## config.mk

```make
export PLATFORM = sky130hd
export DESIGN_NAME = unicode_escape_to_utf8
export DESIGN_NICKNAME = d
export VERILOG_FILES = /design/src/rtl/core/ue2u_pkg.sv /design/src/rtl/core/ue2u_datapath.sv /design/src/rtl/core/ue2u_ctrl.sv /design/src/rtl/core/unicode_escape_to_utf8.sv
export SDC_FILE = /design/constraint.sdc
export NUM_CORES = 1
export LEC_CHECK = 0
export BUFFER_PORTS_ARGS = -buffer_cell sky130_fd_sc_hd__clkbuf_2
export CAP_MARGIN = 20
export CORE_MARGIN = 3
export CORE_UTILIZATION = 30
export CTS_BUF_LIST = sky130_fd_sc_hd__clkbuf_2 sky130_fd_sc_hd__clkbuf_4 sky130_fd_sc_hd__clkbuf_8
export CTS_CLUSTER_DIAMETER = 30
export DETAILED_ROUTE_END_ITERATION = 10
export SLEW_MARGIN = 20
export SYNTH_ARGS = -nofsm -noshare
export SYNTH_HDL_FRONTEND = slang
export SYNTH_SLANG_ARGS = --single-unit
```

## constraint.sdc

```tcl
create_clock -name clock -period 7.98 [get_ports clock]
set_input_delay 0.399 -clock clock [delete_from_list [all_inputs] [get_ports clock]]
set_output_delay 0.399 -clock clock [all_outputs]
set_load 0.05 [all_outputs]
```

## src/rtl/core/ue2u_pkg.sv

```systemverilog
// shared types, constants and helper functions of the unicode escape converter
package ue2u_pkg;

   localparam int unsigned PendDepth  = 10;
   localparam int unsigned CountWidth = 4;

   localparam logic [CountWidth-1:0] EscShort = 4'd6;
   localparam logic [CountWidth-1:0] EscLong  = 4'd10;

   localparam logic [7:0] CharBackslash = 8'h5C;
   localparam logic [7:0] CharLowerU    = 8'h75;
   localparam logic [7:0] CharUpperU    = 8'h55;

   localparam logic [31:0] Max1Byte = 32'h0000_007F;
   localparam logic [31:0] Max2Byte = 32'h0000_07FF;
   localparam logic [31:0] Max3Byte = 32'h0000_FFFF;

   localparam logic [7:0] Lead2    = 8'hC0;
   localparam logic [7:0] Lead3    = 8'hE0;
   localparam logic [7:0] Lead4    = 8'hF0;
   localparam logic [7:0] ContMark = 8'h80;

   // what the scan finds at the head of the pending buffer
   typedef enum logic [1:0] {
      ACT_EMPTY,
      ACT_WAIT,
      ACT_PLAIN,
      ACT_ESC
   } act_type;

   // controller to datapath
   typedef struct packed {
      logic load;
      logic emit_plain;
      logic esc_latch;
      logic emit_utf;
   } ue2u_cmd_type;

   // datapath to controller
   typedef struct packed {
      act_type act;
      logic    utf_final;
   } ue2u_stat_type;

   function automatic logic hex_ok(input logic [7:0] c);
      return (c inside {[8'h30:8'h39], [8'h41:8'h46], [8'h61:8'h66]});
   endfunction

   function automatic logic [3:0] hex_val(input logic [7:0] c);
      logic [7:0] v;
      if (c inside {[8'h30:8'h39]}) begin
         v = c - 8'h30;
      end else if (c inside {[8'h61:8'h66]}) begin
         v = c - 8'h57;
      end else begin
         v = c - 8'h37;
      end
      return v[3:0];
   endfunction

endpackage

```

## src/rtl/core/ue2u_datapath.sv

```systemverilog
// pending byte buffer, escape decode, utf-8 byte select and output data register
module ue2u_datapath (
   input  logic                   clock,
   input  logic                   reset,
   input  ue2u_pkg::ue2u_cmd_type cmd,
   output ue2u_pkg::ue2u_stat_type stat,
   input  logic [7:0]             in_byte,
   input  logic                   in_last,
   output logic [7:0]             out_byte,
   output logic                   out_last
);
   import ue2u_pkg::*;

   logic [7:0]            pend_ff [PendDepth];
   logic [7:0]            pend_in [PendDepth];
   logic [CountWidth-1:0] count_ff, count_in;
   logic                  last_ff, last_in;
   logic [31:0]           cp_ff, cp_in;
   logic [1:0]            len_ff, len_in;
   logic [1:0]            idx_ff, idx_in;
   logic [7:0]            out_byte_ff, out_byte_in;
   logic                  out_last_ff, out_last_in;

   logic [3:0]            nib [PendDepth];
   logic [PendDepth-1:0]  bad_vec;
   logic                  esc_long;
   logic [CountWidth-1:0] esc_len;
   logic [31:0]           cp_new;
   logic [1:0]            len_new;
   logic [1:0]            cont_pos;
   logic [7:0]            lead_byte;
   logic [7:0]            cont_byte;
   logic [7:0]            utf_byte;
   act_type               scan_act;
   logic                  utf_final;

   // hex value of every buffer entry, hex digit check of the held bytes from index 2 on
   always_comb begin
      for (int i = 0; i < PendDepth; i++) begin
         nib[i]     = hex_val(pend_ff[i]);
         bad_vec[i] = (i >= 2) && (CountWidth'(i) < count_ff) && !hex_ok(pend_ff[i]);
      end
   end

   // escape form and decoded code point
   assign esc_long = (pend_ff[1] == CharUpperU);
   assign esc_len  = esc_long ? EscLong : EscShort;
   assign cp_new   = esc_long ?
                     {nib[2], nib[3], nib[4], nib[5], nib[6], nib[7], nib[8], nib[9]} :
                     {16'h0000, nib[2], nib[3], nib[4], nib[5]};

   // utf-8 length minus one
   always_comb begin
      if (cp_new <= Max1Byte) begin
         len_new = 2'd0;
      end else if (cp_new <= Max2Byte) begin
         len_new = 2'd1;
      end else if (cp_new <= Max3Byte) begin
         len_new = 2'd2;
      end else begin
         len_new = 2'd3;
      end
   end

   // classify the head of the buffer
   always_comb begin
      if (count_ff == '0) begin
         scan_act = ACT_EMPTY;
      end else if (pend_ff[0] != CharBackslash) begin
         scan_act = ACT_PLAIN;
      end else if (count_ff == 4'd1) begin
         scan_act = last_ff ? ACT_PLAIN : ACT_WAIT;
      end else if (pend_ff[1] != CharLowerU && pend_ff[1] != CharUpperU) begin
         scan_act = ACT_PLAIN;
      end else if (|bad_vec) begin
         scan_act = ACT_PLAIN;
      end else if (count_ff >= esc_len) begin
         scan_act = ACT_ESC;
      end else begin
         scan_act = last_ff ? ACT_PLAIN : ACT_WAIT;
      end
   end

   // utf-8 byte at the current index of the latched code point
   assign cont_pos = len_ff - idx_ff;

   always_comb begin
      case (len_ff)
         2'd0: lead_byte = cp_ff[7:0];
         2'd1: lead_byte = Lead2 | {3'b000, cp_ff[10:6]};
         2'd2: lead_byte = Lead3 | {4'h0, cp_ff[15:12]};
         default: lead_byte = Lead4 | cp_ff[25:18];
      endcase
   end

   always_comb begin
      case (cont_pos)
         2'd1: cont_byte = ContMark | {2'b00, cp_ff[11:6]};
         2'd2: cont_byte = ContMark | {2'b00, cp_ff[17:12]};
         default: cont_byte = ContMark | {2'b00, cp_ff[5:0]};
      endcase
   end

   assign utf_byte  = (idx_ff == 2'd0) ? lead_byte : cont_byte;
   assign utf_final = (idx_ff == len_ff);

   // status to the controller
   assign stat = {scan_act, utf_final};

   // next state of buffer, code point and output data
   always_comb begin
      pend_in     = pend_ff;
      count_in    = count_ff;
      last_in     = last_ff;
      cp_in       = cp_ff;
      len_in      = len_ff;
      idx_in      = idx_ff;
      out_byte_in = out_byte_ff;
      out_last_in = out_last_ff;

      // append the transferred byte
      if (cmd.load) begin
         for (int i = 0; i < PendDepth; i++) begin
            if (count_ff == CountWidth'(i)) begin
               pend_in[i] = in_byte;
            end
         end
         count_in = count_ff + 4'd1;
         last_in  = in_last;
      end

      // pass the head byte on and drop it
      if (cmd.emit_plain) begin
         for (int i = 0; i < PendDepth - 1; i++) begin
            pend_in[i] = pend_ff[i+1];
         end
         count_in    = count_ff - 4'd1;
         out_byte_in = pend_ff[0];
         out_last_in = last_ff && (count_ff == 4'd1);
      end

      // latch a complete escape and drop its bytes
      if (cmd.esc_latch) begin
         for (int i = 0; i < PendDepth - int'(EscShort); i++) begin
            pend_in[i] = pend_ff[i+int'(EscShort)];
         end
         count_in = count_ff - esc_len;
         cp_in    = cp_new;
         len_in   = len_new;
         idx_in   = 2'd0;
      end

      // one utf-8 byte out
      if (cmd.emit_utf) begin
         out_byte_in = utf_byte;
         out_last_in = last_ff && (count_ff == '0) && utf_final;
         idx_in      = idx_ff + 2'd1;
      end
   end

   // control state
   always_ff @(posedge clock) begin
      if (reset) begin
         count_ff <= '0;
      end else begin
         count_ff <= count_in;
      end
   end

   // payload registers
   always_ff @(posedge clock) begin
      pend_ff     <= pend_in;
      last_ff     <= last_in;
      cp_ff       <= cp_in;
      len_ff      <= len_in;
      idx_ff      <= idx_in;
      out_byte_ff <= out_byte_in;
      out_last_ff <= out_last_in;
   end

   assign out_byte = out_byte_ff;
   assign out_last = out_last_ff;

endmodule

```

## src/rtl/core/ue2u_ctrl.sv

```systemverilog
// controller state machine and output valid register of the unicode escape converter
module ue2u_ctrl (
   input  logic                    clock,
   input  logic                    reset,
   input  logic                    req_tvalid,
   output logic                    req_tready,
   output logic                    rsp_tvalid,
   input  logic                    rsp_tready,
   output ue2u_pkg::ue2u_cmd_type  cmd,
   input  ue2u_pkg::ue2u_stat_type stat
);
   import ue2u_pkg::*;

   typedef enum logic [2:0] {
      ST_IDLE = 3'b001,
      ST_SCAN = 3'b010,
      ST_EMIT = 3'b100
   } state_type;

   state_type state_ff, state_in;
   logic      rsp_valid_ff, rsp_valid_in;
   logic      slot_free;

   // output register can take a byte this cycle
   assign slot_free = !rsp_valid_ff || rsp_tready;

   // next state and commands
   always_comb begin
      state_in = state_ff;
      cmd      = '0;
      case (state_ff)
         ST_IDLE: begin
            if (req_tvalid) begin
               cmd.load = 1'b1;
               state_in = ST_SCAN;
            end
         end
         ST_SCAN: begin
            case (stat.act)
               ACT_PLAIN: begin
                  cmd.emit_plain = slot_free;
               end
               ACT_ESC: begin
                  cmd.esc_latch = 1'b1;
                  state_in      = ST_EMIT;
               end
               default: begin
                  state_in = ST_IDLE;
               end
            endcase
         end
         ST_EMIT: begin
            if (slot_free) begin
               cmd.emit_utf = 1'b1;
               if (stat.utf_final) begin
                  state_in = ST_SCAN;
               end
            end
         end
         default: begin
            state_in = ST_IDLE;
         end
      endcase
   end

   // output valid is set by emitted bytes and cleared by transfers
   always_comb begin
      if (cmd.emit_plain || cmd.emit_utf) begin
         rsp_valid_in = 1'b1;
      end else if (rsp_tready) begin
         rsp_valid_in = 1'b0;
      end else begin
         rsp_valid_in = rsp_valid_ff;
      end
   end

   always_ff @(posedge clock) begin
      if (reset) begin
         state_ff     <= ST_IDLE;
         rsp_valid_ff <= 1'b0;
      end else begin
         state_ff     <= state_in;
         rsp_valid_ff <= rsp_valid_in;
      end
   end

   assign req_tready = (state_ff == ST_IDLE);
   assign rsp_tvalid = rsp_valid_ff;

endmodule

```

## src/rtl/core/unicode_escape_to_utf8.sv

```systemverilog
// top level of the backslash-u / backslash-U escape to utf-8 stream converter
//
//   channel | dir | tdata          | tlast
//   req_    | in  | [7:0] in_byte  | in_last
//   rsp_    | out | [7:0] out_byte | out_last
//
// each input byte is loaded while idle and then scanned from the buffer head; a completed
// escape is latched and its utf-8 bytes are emitted in turn before the scan goes on.
// held bytes of a failed escape are rescanned one per cycle from the head unless stalled.
// reset (synchronous, active high) empties the buffer and the output register.
// rsp_tready low only holds the output register; the scan waits on it.
module unicode_escape_to_utf8 (
   input  logic       clock,
   input  logic       reset,
   input  logic       req_tvalid,
   output logic       req_tready,
   input  logic [7:0] req_tdata,   // [7:0] in_byte
   input  logic       req_tlast,
   output logic       rsp_tvalid,
   input  logic       rsp_tready,
   output logic [7:0] rsp_tdata,   // [7:0] out_byte
   output logic       rsp_tlast
);
   import ue2u_pkg::*;

   ue2u_cmd_type  cmd;
   ue2u_stat_type stat;

   // sequencing
   ue2u_ctrl u_ctrl (
      .clock      (clock),
      .reset      (reset),
      .req_tvalid (req_tvalid),
      .req_tready (req_tready),
      .rsp_tvalid (rsp_tvalid),
      .rsp_tready (rsp_tready),
      .cmd        (cmd),
      .stat       (stat)
   );

   // buffer and conversion
   ue2u_datapath u_datapath (
      .clock    (clock),
      .reset    (reset),
      .cmd      (cmd),
      .stat     (stat),
      .in_byte  (req_tdata),
      .in_last  (req_tlast),
      .out_byte (rsp_tdata),
      .out_last (rsp_tlast)
   );

endmodule

```

==> reports/results.tsv <==
metric	value	unit
Post-DP HPWL	15680	µm
post-CTS setup buffer count	0	
crit path max fanout	33	
Global Route Usage Sum	16.15	%
Initial Utilization	30.86	%
CTS Buffer Depth	2	
Worst Path Arrival	4.58	ns
Final Wtd Congestion	0.9020	
number of synthesized register bits	124	
Final Hold Fails	0	
CTS hold repair buffers	0	
Detailed Routing Iterations Pass 1	5	
Max VDD drop	0.00008744	V
Sw Pwr	426.2	µW
first-pass GRT wire length	32930	µm
Clock Latency Late Sink	0.47	ns
status	finished clean	
mean post-synth cell area	10.88	µm²
RSZ-0062 raised after global routing	false	
period utilization	56.21	%
Register Area	0.003643	mm²
DP Area	0.007938	mm²
core area	0.02460	mm²
area occupied by multi-input gates	0.003613	mm²
number of diodes	0	
Max Slew Vio Count	0	
DRT Wirelength	21260	µm
Die Span X	165.1	µm
fillcell total	2511	
Die Y-Extent	165.1	µm
Startpoint Class	register	
TNS Setup	0	ns
ratio of cells with drive above 1 in the final layout	10.63	%
total grt overflow	0	
min cycle time layout	4.486	ns
Final setup viols	0	
Synth-to-Final Area Change	10.30	%
antenna-violating nets left	0	
largest net degree at the start of global routing	69	
Top FF cell, synth	edfxtp_1	
routed vias	5757	
critical path endpoint category	register	
H-tree depth	4	
row count	57	
clock-pin slew on the worst setup and hold paths	0.09	ns
cts repair resizes	0	
Worst EP required	8.07	ns
most frequent cells in the layout	116 x edfxtp_1, 45 x ha_1, 44 x a21oi_1, 44 x a21o_1	
clk sinks	124	
Slew HR	27.62	%
Achievable Freq	222.9	MHz
Lkg Pwr	3.253	nW
post-synthesis cell area	0.007594	mm²
I/O pins	24	
1st-iter DRT viols	678	
commonest non-fill, non-tap cell in the layout	edfxtp_1	
Internal Pwr Total	1.156	mW
sw frac	26.94	%
Via density	5.541	
Root Buffer	clkbuf_8	
number of global-route vias before repair	5468	
Mapped Cells	698	
pwr/cell area	188.9	mW/mm²
worst clock skew	0.01571	ns
Port Buffers	23	
initial antenna violation count	0	
Post-synth EDFFs	116	
asr flop ratio synth	0	%
post-synth net total	757	
Comb pwr share	12.1	%
top post-synthesis cells by area	edfxtp_1 46%, ha_1 7.4%, a21o_1 4.3%, a221o_1 3.4%, a21oi_1 2.9%	
nets	761	
worst-margin pin slew	1.085	ns
Yosys warnings	0	
Die ar.	0.02726	mm²
Max Cap Viol	0	
Hold Path Class	input pin to register	
cell taking the most area after synthesis	edfxtp_1	
Reg power frac	49.2	%
crit path kind	register to register	
clock buffer count from CTS	17	
post-route design area	0.008376	mm²
DRC	0	
post-synthesis sequential area ratio	47.98	%
Synth cell types	67	
area share of the largest cell type after synthesis	45.87	%
CTS tree	yes	
Avg WL per Cell	20.46	µm
clock power share	38.7	%
## layout make-up
cell class,count,share of cell area [%]
Sequential cell,124,43.50
Multi-Input combinational cell,496,43.14
Tap cell,324,4.840
Clock buffer,17,2.794
Clock inverter,15,2.330
Timing Repair Buffer,28,1.823
Inverter,35,1.569
## synth_stat cells (6+ instances only)
cell type / count
a211oi_1: 7
a21o_1: 44
a21oi_1: 44
a221o_1: 26
a22oi_1: 7
a31oi_1: 15
and3_1: 14
buf_1: 8
buf_6: 6
clkbuf_1: 24
dfxtp_1: 8
edfxtp_1: 116
ha_1: 45
inv_1: 35
mux2i_1: 10
nand2_1: 43
nand2b_1: 12
nand3_1: 13
nand4_1: 8
nor2_1: 43
nor2b_1: 8
nor3_1: 13
o21ai_0: 32
o21bai_1: 7
xnor2_1: 25
## stage by stage
step / utilization [%] / std cells / power, mW / hold slack (ns) / worst slack, ns
2_1_floorplan: - / 698 / 0.9145 / 0.4979 / 4.246
3_3_place_gp: 32.26 / 1007 / 0.9795 / 0.5461 / 3.704
3_5_place_dp: 32.26 / 1007 / 0.9797 / 0.5547 / 3.550
4_1_cts: 34.00 / 1039 / 1.587 / 0.09128 / 3.533
5_1_grt: 34.04 / 1039 / 1.644 / 0.09540 / 3.125
6_report: 34.04 / 1039 / 1.582 / 0.1033 / 3.494
## path summary, 6_finish.rpt
check / to / cells after the start / start / slack (ns)
worst max-delay path: u_datapath.pend_ff[67]$_DFFE_PP_ / 12 / u_datapath.pend_ff[68]$_DFFE_PP_ / 3.49
worst min-delay path: u_datapath.last_ff$_DFFE_PP_ / 1 / req_tlast / 0.10
worst max register to register: u_datapath.pend_ff[67]$_DFFE_PP_ / 12 / u_datapath.pend_ff[68]$_DFFE_PP_ / 3.49
worst min register to register: u_datapath.pend_ff[45]$_DFFE_PP_ / 1 / u_datapath.pend_ff[37]$_DFFE_PP_ / 0.58
## worst max-delay path, cell delays in order (launching register included)
cell	delay, ns
edfxtp_1	0.39
and4b_1	0.22
nand3_1	0.16
or2_2	0.44
inv_1	0.34
ha_1	0.36
o21ai_0	0.07
o2bb2ai_1	0.19
nor4b_1	0.69
and3_1	0.26
buf_4	0.33
nor2_1	0.19
o21ai_1	0.45
## power by group through the flow
stage | clock network, mW | logic (mW) | registers, mW
after floorplan | 0 | 0.134 | 0.780
after global routing | 0.653 | 0.210 | 0.781
final | 0.613 | 0.191 | 0.778
after CTS | 0.621 | 0.190 | 0.777
after detailed placement | 0 | 0.189 | 0.791
after global placement | 0 | 0.188 | 0.792
## flip-flops by register name (all words and copies together), names as in the netlist
signal,flops
u_datapath.pend_ff,80
u_datapath.cp_ff,22
u_datapath.out_byte,8
u_datapath.count_ff,4
u_ctrl.state_ff,3
u_datapath.idx_ff,2
u_datapath.len_ff,2
u_ctrl.rsp_tvalid,1
u_datapath.last_ff,1
u_datapath.out_last,1
## kinds of logic (layout without fill, tap and decap cells)
logic type               Yosys count  after routing  share of synthesized area [%]
XOR/XNOR                          27             27                          3.114
AND/OR/NAND/NOR                  192            192                          13.99
flip-flops                       124            124                          47.98
adder cells (fa/ha/maj)           46             46                          7.678
multiplexers                      10             10                          1.318
AO/OA/AOI/OAI                    221            221                          21.29
buffers and inverters             78             95                          4.630
## per-layer routing
| metal | global-route usage [%] | vias up | wire length [µm] |
|---|---|---|---|
| met5 | 0 | - | 0 |
| met4 | 6.329 | 0 | 534 |
| met3 | 3.567 | 36 | 1405 |
| met2 | 23.70 | 227 | 9460 |
| met1 | 23.08 | 2810 | 9861 |
| li1 | - | 2684 | - |
Note: power is estimated with default switching activity, not from simulation.
